--- src/rtl/tpsa_ram.sv ---
`timescale 1ns / 1ps
// Simple dual-port synchronous RAM, one write and one registered read port.
// Read during write to the same address returns the old data. No dependencies.
module tpsa_ram #(
    parameter int WIDTH = 8,
    parameter int DEPTH = 2,
    parameter int AW    = (DEPTH > 1) ? $clog2(DEPTH) : 1
) (
    input  logic             i_clk,
    input  logic             i_we,
    input  logic [AW-1:0]    i_waddr,
    input  logic [WIDTH-1:0] i_wdata,
    input  logic             i_re,
    input  logic [AW-1:0]    i_raddr,
    output logic [WIDTH-1:0] o_rdata
);

    logic [WIDTH-1:0] r_mem [DEPTH];
    logic [WIDTH-1:0] r_rdata;

    always_ff @(posedge i_clk) begin
        if (i_we) begin
            r_mem[i_waddr] <= i_wdata;
        end
    end

    always_ff @(posedge i_clk) begin
        if (i_re) begin
            r_rdata <= r_mem[i_raddr];
        end
    end

    assign o_rdata = r_rdata;

endmodule

--- config.mk ---
export PLATFORM = sky130hd
export DESIGN_NAME = tpsa_ram
export DESIGN_NICKNAME = d
export VERILOG_FILES = /design/src/rtl/tpsa_ram.sv
export SDC_FILE = /design/constraint.sdc
export NUM_CORES = 1
export LEC_CHECK = 0
export BUFFER_PORTS_ARGS = -buffer_cell sky130_fd_sc_hd__buf_2
export CAP_MARGIN = 5
export CORE_MARGIN = 5
export CORE_UTILIZATION = 50
export CTS_CLUSTER_DIAMETER = 200
export DETAILED_ROUTE_END_ITERATION = 10
export PLACE_DENSITY = 0.76
export SETUP_SLACK_MARGIN = 0.15
export SYNTH_ARGS = -nofsm -noshare
export SYNTH_HDL_FRONTEND = slang
export SYNTH_SLANG_ARGS = --single-unit
--- constraint.sdc ---
create_clock -name i_clk -period 1.03 [get_ports i_clk]
set_clock_uncertainty 0.05 [all_clocks]
set_input_delay 0.103 -clock i_clk [delete_from_list [all_inputs] [get_ports i_clk]]
set_output_delay 0.103 -clock i_clk [all_outputs]
set_load 0.01 [all_outputs]
==> flow_metrics.tcl <==
set metrics [dict create \
    powerDensity_nw_per_um2 1570 \
    fin_area_um2 1090 \
    rsz0062_at_grt "yes" \
    rr_worst_depth 1 \
    vias 414 \
    crit_chain "buf_2" \
    setup_slack_ns 0.0544 \
    mostFrequentLayoutCells "24 x edfxtp_1, 20 x buf_2, 8 x mux2_4, 8 x dlygate4sd3_1, 3 x clkbuf_4" \
    hold_class "primary input to flop" \
    track_usage_pct 10.1 \
    min_period_ns 0.976 \
    first_pass_iters 4 \
    core-area_um2 1690 \
    synth_seq_cells 24 \
    final_common_cell "edfxtp_1" \
    power.switching_mw 0.321 \
    globalplace.congestion 0.642 \
    endpoint_kind "primary output" \
    total_power_mw 1.71 \
    p_leak_nw 0.431 \
    postLayoutCoreUtil_pct 64.4 \
    drc 0 \
    cts_inserted_buffers 3 \
    status "complete, no violations" \
    ys_seq_area_share_pct 83.4 \
    die_area_um2 2660 \
    p_sw_share_pct 18.8 \
    pwr-share-clk_pct 22.0 \
    grt_overflow 0 \
    p_int_mw 1.39 \
    clk_pin_slew_ns 0.12 \
    max_freq_mhz 1030 \
    fp.dieH_um 51.6 \
    slew_headroom_pct 76.4 \
    wl_per_cell_um 13.8 \
    vias_per_cell 4.99 \
    clock_latency_ns 0.30 \
    grt_start_max_net_pins 13 \
    max-cap-violations 0 \
    tightest_slew_ns 0.353 \
    cts_tree "yes" \
    power.share.combinational_pct 9.6 \
    r2r_start "r_mem[0][5]$_DFFE_PP_" \
    syn2layout_area_growth_pct 25.8 \
    cp.depth 1 \
    worstPathArrival_ns 0.82 \
    ioPinCount 21 \
    preCtsSetupSlack_ns 0.0508 \
    drive_gt1_share_pct 50.0 \
    crit_required_ns 0.88 \
    clockRootBuffer "clkbuf_4" \
    cts.sinks 24 \
    clockBufferDepth 2 \
    synthCells 35 \
    power_frac_seq_pct 68.4 \
    postSynthAreaPerCell_um2 24.7 \
    finalSetupViolations 0 \
    crit_buf_inv 1 \
    yosysWarnings 0 \
    timing.rr.end "o_rdata[5]$_DFFE_PP_" \
    antenna_left 0 \
    cts_resized 0 \
    vdd_ir_drop_max_mv 0.996 \
    drtIter0Drc 7 \
    ys_types 5 \
    io_buffers 20 \
    finalCritPeriodShare_pct 94.7 \
    timing.critical_path.to "o_rdata[2]" \
    slew_violations 0 \
    critPathMaxStageDelay_ns 0.38 \
    synth_nets 48 \
    cp_max_fo 1 \
    antenna_found_initial 0 \
    reg2reg_slack_ns 0.08 \
    routed_wl_um 1140 \
    grt_pass1_vias 424 \
    hpwl_um 815 \
    worst_setup_path_start_kind "flop" \
    start_util_pct 51.2 \
    worstSetupStartpoint "o_rdata[2]$_DFFE_PP_" \
    grt_pass1_wl_um 1900 \
    slowest_stage "edfxtp_1" \
    die_w_um 51.6 \
    post_dp_cell_area_um2 985 \
    critPathKind "flop to primary output" \
    antenna_cells 0 \
    hold_violations 0 \
    finalHoldWorstSlack_ns 0.0767 \
    crit_family "flip-flops" \
    rows 15 \
    cts_max_level 1 \
    netlist_area_um2 865 \
    nets 81 \
]
==> worst min path at each step <==
stage                           from                     to  slack (ns)  depth (start not counted)
after CTS                       i_re   o_rdata[0]$_DFFE_PP_        0.07                          1
after global placement    i_wdata[5]  r_mem[0][5]$_DFFE_PP_        0.24                          1
final                           i_re   o_rdata[6]$_DFFE_PP_        0.08                          1
after detailed placement  i_wdata[1]  r_mem[1][1]$_DFFE_PP_        0.24                          1
after global routing            i_re   o_rdata[0]$_DFFE_PP_        0.07                          1
after floorplan           i_wdata[0]  r_mem[0][0]$_DFFE_PP_        0.15                          0
==> cell type report <==
| class | instances | area [µm²] |
|---|---|---|
| Timing Repair Buffer | 29 | 188 |
| Multi-Input combinational cell | 10 | 135 |
| Fill cell | 122 | 602 |
| Clock buffer | 3 | 22.5 |
| Tap cell | 17 | 21.3 |
| Sequential cell | 24 | 721 |
==> routing by layer <==
| metal | global-route usage, % | up-vias | share of wire (%) |
|---|---|---|---|
| met2 | 17.2 | 19 | 51 |
| met5 | 0 | - | 0 |
| met4 | 3.93 | 0 | 0 |
| met1 | 11.5 | 195 | 39 |
| met3 | 3.72 | 0 | 9.4 |
| li1 | - | 200 | - |
==> what timing repair did <==
action / in CTS / in global routing
setup endpoints to repair: 16 / 16
hold buffers: 8 / 0
setup buffers: 0 / 0
endpoints found under the hold margin: 16 / 0
==> through the flow <==
step / instances / setup TNS, ns
6_report: 83 / 0
5_1_grt: 83 / -0.000120
4_1_cts: 83 / 0
3_5_place_dp: 72 / 0
3_3_place_gp: 72 / 0
2_1_floorplan: 35 / 0
==> power groups by stage <==
| stage | combinational, mW | clock [mW] | sequential [mW] |
|---|---|---|---|
| finish | 0.163 | 0.375 | 1.17 |
| global route | 0.177 | 0.440 | 1.17 |
| CTS | 0.165 | 0.387 | 1.17 |
| detailed placement | 0.141 | 0 | 1.19 |
| global placement | 0.136 | 0 | 1.19 |
| floorplan | 0.0674 | 0 | 1.20 |
==> Yosys cell counts <==
library cell	count	area share, %
edfxtp_1	24	83
mux2_4	8	14
and2_1	1	0.72
buf_6	1	1.3
nor2b_1	1	0.72
==> flip-flops by register name (all words and copies together), names as in the netlist <==
name     cells
r_mem       16
o_rdata      8
==> cells by family (layout without fill, tap and decap cells) <==
family,count (synthesis),count (layout),share of synthesized area (%)
multiplexers,8,8,13.9
AND/OR/NAND/NOR,2,2,1.45
flip-flops,24,24,83.4
buffers and inverters,1,32,1.30
Power figures use the tool's default switching activity.
