--- src/rtl/tpsa_pkg.sv ---
`timescale 1ns / 1ps
// Shared constants, codes and types of the transport-stream packet aligner.
// No dependencies.
package tpsa_pkg;

    localparam int CHANNELS_DEF   = 4;
    localparam int PACKET_LEN_DEF = 188;
    localparam int CHAN_W         = 2;
    localparam int BYTE_W         = 8;
    localparam int CNT_W          = 8;
    localparam int OUT_DEPTH      = 4;

    localparam logic [BYTE_W-1:0] SYNC_VALUE = 8'h47;

    localparam logic CMD_DATA  = 1'b0;
    localparam logic CMD_FLUSH = 1'b1;

    // per-channel control word kept in the state memory
    typedef struct packed {
        logic [CNT_W-1:0] fill;
        logic [CNT_W-1:0] left;
        logic [CNT_W-1:0] ptr;
    } t_chan_state;

    typedef struct packed {
        logic [CHAN_W-1:0] channel;
        logic [BYTE_W-1:0] pkt_byte;
        logic              first;
        logic              last;
    } t_result;

endpackage

--- src/rtl/tpsa_out_fifo.sv ---
`timescale 1ns / 1ps
// Result queue between the aligner pipeline and the output channel.
// Depends on tpsa_pkg.
module tpsa_out_fifo #(
    parameter int DEPTH = tpsa_pkg::OUT_DEPTH,
    parameter int AW    = (DEPTH > 1) ? $clog2(DEPTH) : 1,
    parameter int CW    = $clog2(DEPTH + 1)
) (
    input  logic              i_clk,
    input  logic              i_rst_n,
    input  logic              i_push,
    input  tpsa_pkg::t_result i_data,
    input  logic              i_pop,
    output logic              o_valid,
    output tpsa_pkg::t_result o_data,
    output logic [CW-1:0]     o_count
);

    tpsa_pkg::t_result r_buf [DEPTH];
    logic [AW-1:0]     r_wr_ptr;
    logic [AW-1:0]     r_rd_ptr;
    logic [CW-1:0]     r_count;
    logic [CW-1:0]     n_count;
    logic              do_pop;

    assign do_pop = i_pop && (r_count != '0);

    always_comb begin
        n_count = r_count;
        if (i_push && !do_pop) begin
            n_count = r_count + CW'(1);
        end else if (!i_push && do_pop) begin
            n_count = r_count - CW'(1);
        end
    end

    always_ff @(posedge i_clk) begin
        if (!i_rst_n) begin
            r_wr_ptr <= '0;
            r_rd_ptr <= '0;
            r_count  <= '0;
        end else begin
            r_count <= n_count;
            if (i_push) begin
                r_wr_ptr <= (r_wr_ptr == AW'(DEPTH - 1)) ? '0 : r_wr_ptr + AW'(1);
            end
            if (do_pop) begin
                r_rd_ptr <= (r_rd_ptr == AW'(DEPTH - 1)) ? '0 : r_rd_ptr + AW'(1);
            end
        end
    end

    always_ff @(posedge i_clk) begin
        if (i_push) begin
            r_buf[r_wr_ptr] <= i_data;
        end
    end

    assign o_valid = (r_count != '0);
    assign o_data  = r_buf[r_rd_ptr];
    assign o_count = r_count;

endmodule

--- config.mk ---
export PLATFORM = sky130hd
export DESIGN_NAME = tpsa_out_fifo
export DESIGN_NICKNAME = d
export VERILOG_FILES = /design/src/rtl/tpsa_pkg.sv /design/src/rtl/tpsa_out_fifo.sv
export SDC_FILE = /design/constraint.sdc
export NUM_CORES = 1
export LEC_CHECK = 0
export BUFFER_PORTS_ARGS = -buffer_cell sky130_fd_sc_hd__buf_2
export CAP_MARGIN = 20
export CORE_MARGIN = 5
export CORE_UTILIZATION = 32
export CTS_CLUSTER_DIAMETER = 150
export DETAILED_ROUTE_END_ITERATION = 8
export SLEW_MARGIN = 20
export SYNTH_ARGS = -nofsm -noshare
export SYNTH_HDL_FRONTEND = slang
export SYNTH_SLANG_ARGS = --single-unit
--- constraint.sdc ---
create_clock -name i_clk -period 2.82 [get_ports i_clk]
set_clock_uncertainty 0.2 [all_clocks]
set_input_delay 0.141 -clock i_clk [delete_from_list [all_inputs] [get_ports i_clk]]
set_output_delay 0.141 -clock i_clk [all_outputs]
set_load 0.1 [all_outputs]
==> results of run 1 <==
==> synthesized netlist by cell type <==
library cell   n  share of area
edfxtp_1      48           0.66
mux4_2        10           0.10
dfxtp_1        9          0.082
ha_1           6          0.034
and2_1         5          0.014
inv_1          3         0.0051
mux2i_1        3          0.014
nor2b_1        3         0.0086
o21ai_0        3         0.0068
mux4_1         2          0.024
nand2_1        2         0.0034
nand3_1        2         0.0046
nor2_1         2         0.0034
or3_1          2         0.0057
a21boi_0       1         0.0034
buf_2          1         0.0023
buf_6          1         0.0051
fa_1           1         0.0091
o31ai_2        1         0.0057
xnor2_1        1         0.0040
xor2_1         1         0.0040
==> worst min-delay path, delay by kind of cell <==
kind,cells,cell delay (ns)
buffers and inverters,1,0.16
muxes,1,0.10
and+or+nand+nor,1,0.11
==> final timing paths <==
| kind | cells after the start | endpoint | startpoint |
|---|---|---|---|
| setup / recovery | 7 | o_count[2] | o_count[1] |
| hold / removal | 3 | r_wr_ptr[0] | i_push |
| setup reg to reg | 7 | o_count[2] | o_count[1] |
| hold reg to reg | 2 | flip-flop | r_rd_ptr[0] |
==> placed cells by master, fill, tap and decap left out, drive strengths merged, types with 3 or more instances in the layout <==
cell / n
inv: 3
edfxtp: 48
mux2i: 3
mux4: 12
o21ai: 3
clkbuf: 10
and2: 5
clkinv: 4
buf: 32
dlygate4sd3: 15
ha: 6
nor2b: 3
dfxtp: 9
==> stage by stage <==
stage / hold slack, ns / cells
CTS: 0.0175 / 247
detailed placement: 0.163 / 217
floorplan: 0.0399 / 107
global placement: 0.156 / 217
finish: 0.0221 / 247
global route: 0.0609 / 247
==> power breakdown <==
| group | leakage (nW) | switching [mW] | internal (mW) | total [mW] |
|---|---|---|---|---|
| Sequential | 0.515 | 0.0706 | 0.983 | 1.05 |
| Clock | 0.0746 | 0.291 | 0.302 | 0.593 |
| Combinational | 0.396 | 0.817 | 0.254 | 1.07 |
| Total | 0.986 | 1.18 | 1.54 | 2.72 |
==> cell type report <==
cell class	count	share of cell area
Multi-Input combinational cell	45	0.198
Tap cell	80	0.0365
Sequential cell	57	0.592
Timing Repair Buffer	47	0.114
Clock buffer	10	0.0466
Clock inverter	5	0.00868
Inverter	3	0.00411
==> sequential cells by signal, summed over array words and instances, names as in the netlist, named ones only <==
signal / flops
o_count: 3
r_rd_ptr: 2
r_wr_ptr: 2
r_buf: 48
==> kinds of logic (layout without fill, tap and decap cells) <==
family          after synthesis  in the layout  share of synthesized area
xor+xnor                      2              2                    0.00799
simple gates                 16             16                     0.0400
mux                          15             15                      0.140
compound gates                5              5                     0.0160
flops                        57             57                      0.740
fa+ha+maj                     7              7                     0.0434
buf+inv                       5             65                     0.0126
==> routing by layer <==
metal / vias up / part of all wire / wire length (um)
met5: - / 0 / 0
met4: 0 / 0.0087 / 35
met3: 5 / 0.067 / 269
met2: 34 / 0.50 / 1990
met1: 562 / 0.43 / 1710
li1: 535 / - / -
==> impl_metrics.ini, run 1 <==
[status]
status = complete, no violations

[global_routing]
busiest_layer = met2
grtUsageMet2 = 0.170
grt_pass1_vias = 1312
grt_max_degree = 13
antenna_found_initial = 0
grt_pass1_wl_mm = 6.48
use_met3 = 0.0544
grt_use_met1 = 0.117
track_usage = 0.105
gr-total-overflow = 0

[synthesis]
synth_nets = 130
ys_seq_area_frac = 0.740
synthCells = 107
netlist_area_um2 = 2190
ys_types = 21
synth-seq-cells = 57
yosys_warnings = 0
avgSynthCellArea_um2 = 20.5

[die]
core_area_um2 = 6720
die-height_um = 92.8
die-area_um2 = 8610
num_io_pins = 32
die_w_um = 92.8
num_rows = 30
start_util = 0.326

[routing]
wirelength_mm = 4.00
dr_total_vias = 1136
postRouteAntennaNets = 0
wl_per_cell_um = 16.2
viasPerCell = 4.60
drc = 0
drtIter0Drc = 20
first_pass_iters = 4

[worst_hold_path]
min_path_type = in2reg

[pwr]
powerDensity_nw_per_um2 = 991
ir_worst_vdd_mv = 0.834
power_mw = 2.72
leakage_nw = 0.986

[cells_and_area]
fill_cells = 606
n_antenna_cell = 0
final_cell_area_um2 = 2740
nets = 186
final_util = 0.408
drive_gt1_frac = 0.323
area_growth_pct = 25.0
regArea_um2 = 1620
multiInputGateArea_um2 = 543

[place]
io_buffers = 31
dp_hpwl_mm = 2.61
place.gp.congestion = 0.673
post_dp_cell_area_um2 = 2440
dp_slack_ns = 0.373

[clocking]
numClockSinks = 57
cts_root_buf = clkbuf_8
cts_tree = done
h-tree-depth = 3
post_cts_resized = 0
clk-insertion-delay-late_ns = 0.33
cts_setup_buffers = 0
cts_buffer_depth = 2
hold_buffers = 15
cts_made_buffers = 9
path_clk_slew_ns = 0.06

[setup_path]
startpoint_type = flip-flop
required_ns = 2.85
critPathMaxStageDelay_ns = 0.40
worst-path-max-fanout = 5
critPathTopFamily = compound AO/OA/AOI/OAI gates
crit_buf_inv = 1
path_cells = o31ai_2 > ha_1 > inv_1 > fa_1 > xor2_1 > or3_1 > a21boi_0
worst_path_max_delay_cell = o31ai_2
cp-end-kind = flip-flop
regToRegSetupSlack_ns = 0.38
path_class = reg2reg
cp.arrival_ns = 2.48

[timing]
tns_ns = 0
finalCriticalPeriod_ns = 2.44
drv_slew = 0
final.setup.worst_slack_ns = 0.378
period_share = 0.866
hold_violations = 0
rsz0062_at_grt = false
fmaxAchievable_mhz = 410
relSlewSlack = 0.541
finalSetupViolations = 0
worst_slew_pin_slew_ns = 0.688

[run]
max_cap_violations = 0
Power figures use the tool's default switching activity.
==> run 2: changes to the inputs <==
--- a/config.mk
+++ b/config.mk
@@ -11,6 +11,7 @@
 export CORE_UTILIZATION = 32
 export CTS_CLUSTER_DIAMETER = 150
 export DETAILED_ROUTE_END_ITERATION = 8
+export RECOVER_POWER = 25
 export SLEW_MARGIN = 20
 export SYNTH_ARGS = -nofsm -noshare
 export SYNTH_HDL_FRONTEND = slang
==> run 2 against run 1 <==
Global-route usage is the same. Clock power barely moved. Final cell count unchanged. Combinational power about the same. Worst hold slack improved by 0.0043 ns. Register-to-register slack about the same. Non-clock buffer count unchanged. Routed wire length decreased by 0.42%. Setup slack barely moved. Utilization shrank 0.17 points. Critical endpoint unchanged.
==> impl_metrics.ini, run 2 (synthesis gave the netlist of run 1 again) <==
[status]
status = complete, no violations

[die]
die_w_um = 92.8
num_io_pins = 32
num_rows = 30
die-height_um = 92.8
die-area_um2 = 8610
start_util = 0.326
core_area_um2 = 6720

[run]
max_cap_violations = 0

[cells_and_area]
top_register = r_buf
largest_reg_flops = 48
layout_common_cells = edfxtp_1, buf_2, dlygate4sd3_1
final_common_cell = edfxtp_1
area_growth_pct = 24.5
n_antenna_cell = 0
fin_cells = 247
nets = 186
final_util = 0.406
drive_gt1_frac = 0.269

[place]
dp_slack_ns = 0.373
io_buffers = 31
dp_cells = 217
place.gp.congestion = 0.673
dp_hpwl_mm = 2.61

[routing]
drc = 0
drtIter0Drc = 24
postRouteAntennaNets = 0
dr_total_vias = 1134
viasPerCell = 4.59
wirelength_mm = 3.99
wl_per_cell_um = 16.1
first_pass_iters = 4

[clocking]
cts_root_buf = clkbuf_8
cts_made_buffers = 9
clk-insertion-delay-late_ns = 0.33
path_clk_slew_ns = 0.06
post_cts_resized = 0
cts_setup_buffers = 0
numClockSinks = 57
cts_tree = done
cts_buffer_depth = 2
h-tree-depth = 3
hold_buffers = 15

[setup_path]
worst-path-max-fanout = 5
startpoint_type = flip-flop
worst_path_max_delay_cell = o31ai_2
cp-end-kind = flip-flop
required_ns = 2.85
crit_buf_inv = 1
cp.arrival_ns = 2.47
path_class = reg2reg
path_cells = o31ai_2 > ha_1 > inv_1 > fa_1 > xor2_1 > or3_1 > a21boi_0
critPathMaxStageDelay_ns = 0.40
critPathTopFamily = compound AO/OA/AOI/OAI gates

[timing]
fmaxAchievable_mhz = 410
rsz0062_at_grt = false
finalSetupViolations = 0
relSlewSlack = 0.542
tns_ns = 0
worst_slew_pin_slew_ns = 0.686
finalCriticalPeriod_ns = 2.44
final.setup.worst_slack_ns = 0.378
drv_slew = 0
hold_violations = 0
period_share = 0.866

[global_routing]
gr-total-overflow = 0
grt_max_degree = 13
grt_pass1_wl_mm = 6.48
track_usage = 0.105
antenna_found_initial = 0
grt_pass1_vias = 1312

[pwr]
powerDensity_nw_per_um2 = 994
ir_worst_vdd_mv = 0.834
leakage_nw = 0.961

[worst_hold_path]
min_path_type = in2reg
-- run 2: changes by cell type in the layout (fill, tap and decap cells not counted), sizes merged --
cell	previous run	this run
clkbuf	10	19
buf	32	23
-- run 2: tightest hold or removal path: cells and delay by family --
kind                   cells  cell delay [ns]
AND/OR/NAND/NOR            1             0.11
buffers and inverters      1             0.16
multiplexers               1             0.10
-- run 2: final timing paths --
| path | from | endpoint | slack [ns] | depth (start not counted) |
|---|---|---|---|---|
| hold / removal | i_push | r_wr_ptr[0] | 0.03 | 3 |
| setup / recovery | o_count[1] | o_count[2] | 0.38 | 7 |
| hold reg to reg | r_rd_ptr[0] | flip-flop | 0.34 | 2 |
| setup reg to reg | o_count[1] | o_count[2] | 0.38 | 7 |
-- run 2: area by class of cell --
cell class	instances	area (um^2)
Sequential cell	57	1620
Fill cell	613	3990
Clock buffer	10	128
Tap cell	80	100
Timing Repair Buffer	47	302
Clock inverter	5	23.8
Multi-Input combinational cell	45	543
Inverter	3	11.3
-- run 2: metal layers --
metal	track usage	share of wire	vias to the layer above
li1	-	-	535
met5	0	0	-
met2	0.170	0.50	37
met3	0.0544	0.068	2
met4	0.0366	0.0045	0
met1	0.117	0.42	560
-- run 2: report_power, final --
| part | internal [mW] | switching (mW) |
|---|---|---|
| logic | 0.252 | 0.817 |
| registers | 0.983 | 0.0706 |
| clock network | 0.302 | 0.289 |
| total | 1.54 | 1.18 |
-- run 2: per-stage QoR --
| stage | cell area (um^2) | hold slack [ns] | total power [mW] |
|---|---|---|---|
| 4_1_cts | 2740 | 0.0175 | 2.76 |
| 5_1_grt | 2730 | 0.0609 | 2.84 |
| 6_report | 2730 | 0.0264 | 2.71 |
| 3_3_place_gp | 2440 | 0.156 | 2.11 |
| 2_1_floorplan | 2190 | 0.0399 | 1.97 |
| 3_5_place_dp | 2440 | 0.163 | 2.14 |
==> run 3: changes to the inputs <==
--- a/config.mk
+++ b/config.mk
@@ -7,10 +7,13 @@
 export LEC_CHECK = 0
 export BUFFER_PORTS_ARGS = -buffer_cell sky130_fd_sc_hd__buf_2
 export CAP_MARGIN = 20
+export CELL_PAD_IN_SITES_DETAIL_PLACEMENT = 1
+export CELL_PAD_IN_SITES_GLOBAL_PLACEMENT = 1
 export CORE_MARGIN = 5
 export CORE_UTILIZATION = 32
 export CTS_CLUSTER_DIAMETER = 150
 export DETAILED_ROUTE_END_ITERATION = 8
+export PLACE_DENSITY_LB_ADDON = 0.1
 export RECOVER_POWER = 25
 export SLEW_MARGIN = 20
 export SYNTH_ARGS = -nofsm -noshare
==> run 3 against run 2 <==
Combinational power hardly changed. Fmax is 1.7% lower. Critical path depth stayed put. Final cell count stayed put. Die area stayed put. Flip-flop and latch count stayed put. Sequential share of layout area is 1.0 points lower. Count of clock-buffer cells in the layout stayed put. Largest cell class unchanged. Highest routed layer unchanged.
==> impl_metrics.ini, run 3 (synthesis gave the netlist of run 1 again) <==
[status]
status = complete, no violations

[cells_and_area]
fill_cells = 668
fin_cells = 247
layout_common_cells = edfxtp_1, buf_2, dlygate4sd3_1
nets = 185
final_common_cell = edfxtp_1
n_antenna_cell = 0
top_register = r_buf
final_cell_area_um2 = 2780
final_util = 0.413
area_growth_pct = 26.7
drive_gt1_frac = 0.287
largest_reg_flops = 48

[routing]
wl_per_cell_um = 16.6
viasPerCell = 4.61
dr_total_vias = 1139
wirelength_mm = 4.11
drtIter0Drc = 23
first_pass_iters = 4
postRouteAntennaNets = 0
drc = 0

[pwr]
ir_worst_vdd_mv = 0.763
power_mw = 2.92
powerDensity_nw_per_um2 = 1050
leakage_nw = 0.988

[timing]
period_share = 0.880
final.setup.worst_slack_ns = 0.337
rsz0062_at_grt = false
finalCriticalPeriod_ns = 2.48
drv_slew = 0
fmaxAchievable_mhz = 403
tns_ns = 0
worst_slew_pin_slew_ns = 0.708
hold_ws_ns = 0.0339
relSlewSlack = 0.528
finalSetupViolations = 0
hold_violations = 0

[die]
die-height_um = 92.8
die_w_um = 92.8
start_util = 0.326
num_rows = 30
die-area_um2 = 8610
core_area_um2 = 6720
num_io_pins = 32

[setup_path]
reg2reg_depth = 7
startpoint_type = flip-flop
critPathMaxStageDelay_ns = 0.45
path_class = reg2reg
required_ns = 2.87
critPathTopFamily = adder cells
crit_cells = 7
cp.arrival_ns = 2.53
worst-path-max-fanout = 5
worst_path_max_delay_cell = o31ai_2
cp-end-kind = flip-flop
crit_buf_inv = 1
path_cells = o31ai_2 > ha_1 > inv_1 > fa_1 > xor2_1 > or3_1 > a21boi_0

[clocking]
cts_made_buffers = 9
h-tree-depth = 3
cts_root_buf = clkbuf_8
cts_buffer_depth = 2
clk-insertion-delay-late_ns = 0.32
cts_setup_buffers = 0
post_cts_resized = 0
cts_tree = done
path_clk_slew_ns = 0.06
numClockSinks = 57

[global_routing]
grt_max_degree = 13
grt_pass1_wl_mm = 6.28
track_usage = 0.103
gr-total-overflow = 0
grt_pass1_vias = 1250
antenna_found_initial = 0

[place]
dp_hpwl_mm = 2.72
post_dp_cell_area_um2 = 2440
place.gp.congestion = 0.676
io_buffers = 31
dp_cells = 217
dp_slack_ns = 0.343

[worst_hold_path]
min_path_type = in2reg
worstHoldPathCells = 3

[run]
max_cap_violations = 0
run 3: cell types whose count changed in the layout (fill, tap and decap cells not counted), sizes merged:
cell,delta
clkinvlp,-1
bufinv,+2
dlygate4sd3,-1
run 3: path summary, 6_finish.rpt:
| path | from | endpoint | slack [ns] |
|---|---|---|---|
| worst min register to register | r_rd_ptr[1] | r_rd_ptr[1] | 0.35 |
| worst max-delay path | o_count[1] | o_count[2] | 0.34 |
| worst min-delay path | i_pop | r_rd_ptr[1] | 0.03 |
| worst max register to register | o_count[1] | o_count[2] | 0.34 |
run 3: layout make-up:
cell class / instances / area, um^2 / area share
Inverter: 3 / 11.3 / 0.00405
Multi-Input combinational cell: 45 / 543 / 0.195
Timing Repair Buffer: 46 / 292 / 0.105
Tap cell: 80 / 100 / 0.0360
Sequential cell: 57 / 1620 / 0.584
Clock inverter: 6 / 82.6 / 0.0297
Clock buffer: 10 / 128 / 0.0459
run 3: layer usage:
layer / routed length, um / part of all wire / GRT usage
met1: 1650 / 0.40 / 0.108
met2: 2180 / 0.53 / 0.176
met3: 217 / 0.053 / 0.0455
met4: 63 / 0.015 / 0.0513
met5: 0 / 0 / 0
run 3: where the power goes:
part           switching, mW  leakage (nW)  internal [mW]
registers             0.0786         0.515          0.982
clock network          0.303         0.108          0.493
logic                  0.816         0.365          0.252
total                   1.20         0.988           1.73
run 3: timing repair:
item                                    4_1_cts  5_1_grt
endpoints found under the setup margin        0        0
endpoints found under the hold margin        57        0
hold buffers                                 14        0
run 3: worst register-to-register path, delay by kind of cell (launching register included):
family	cells	cell delay [ns]
xor+xnor	1	0.17
flops	1	0.37
compound gates	2	0.63
simple gates	1	0.30
buf+inv	1	0.07
fa+ha+maj	2	0.66
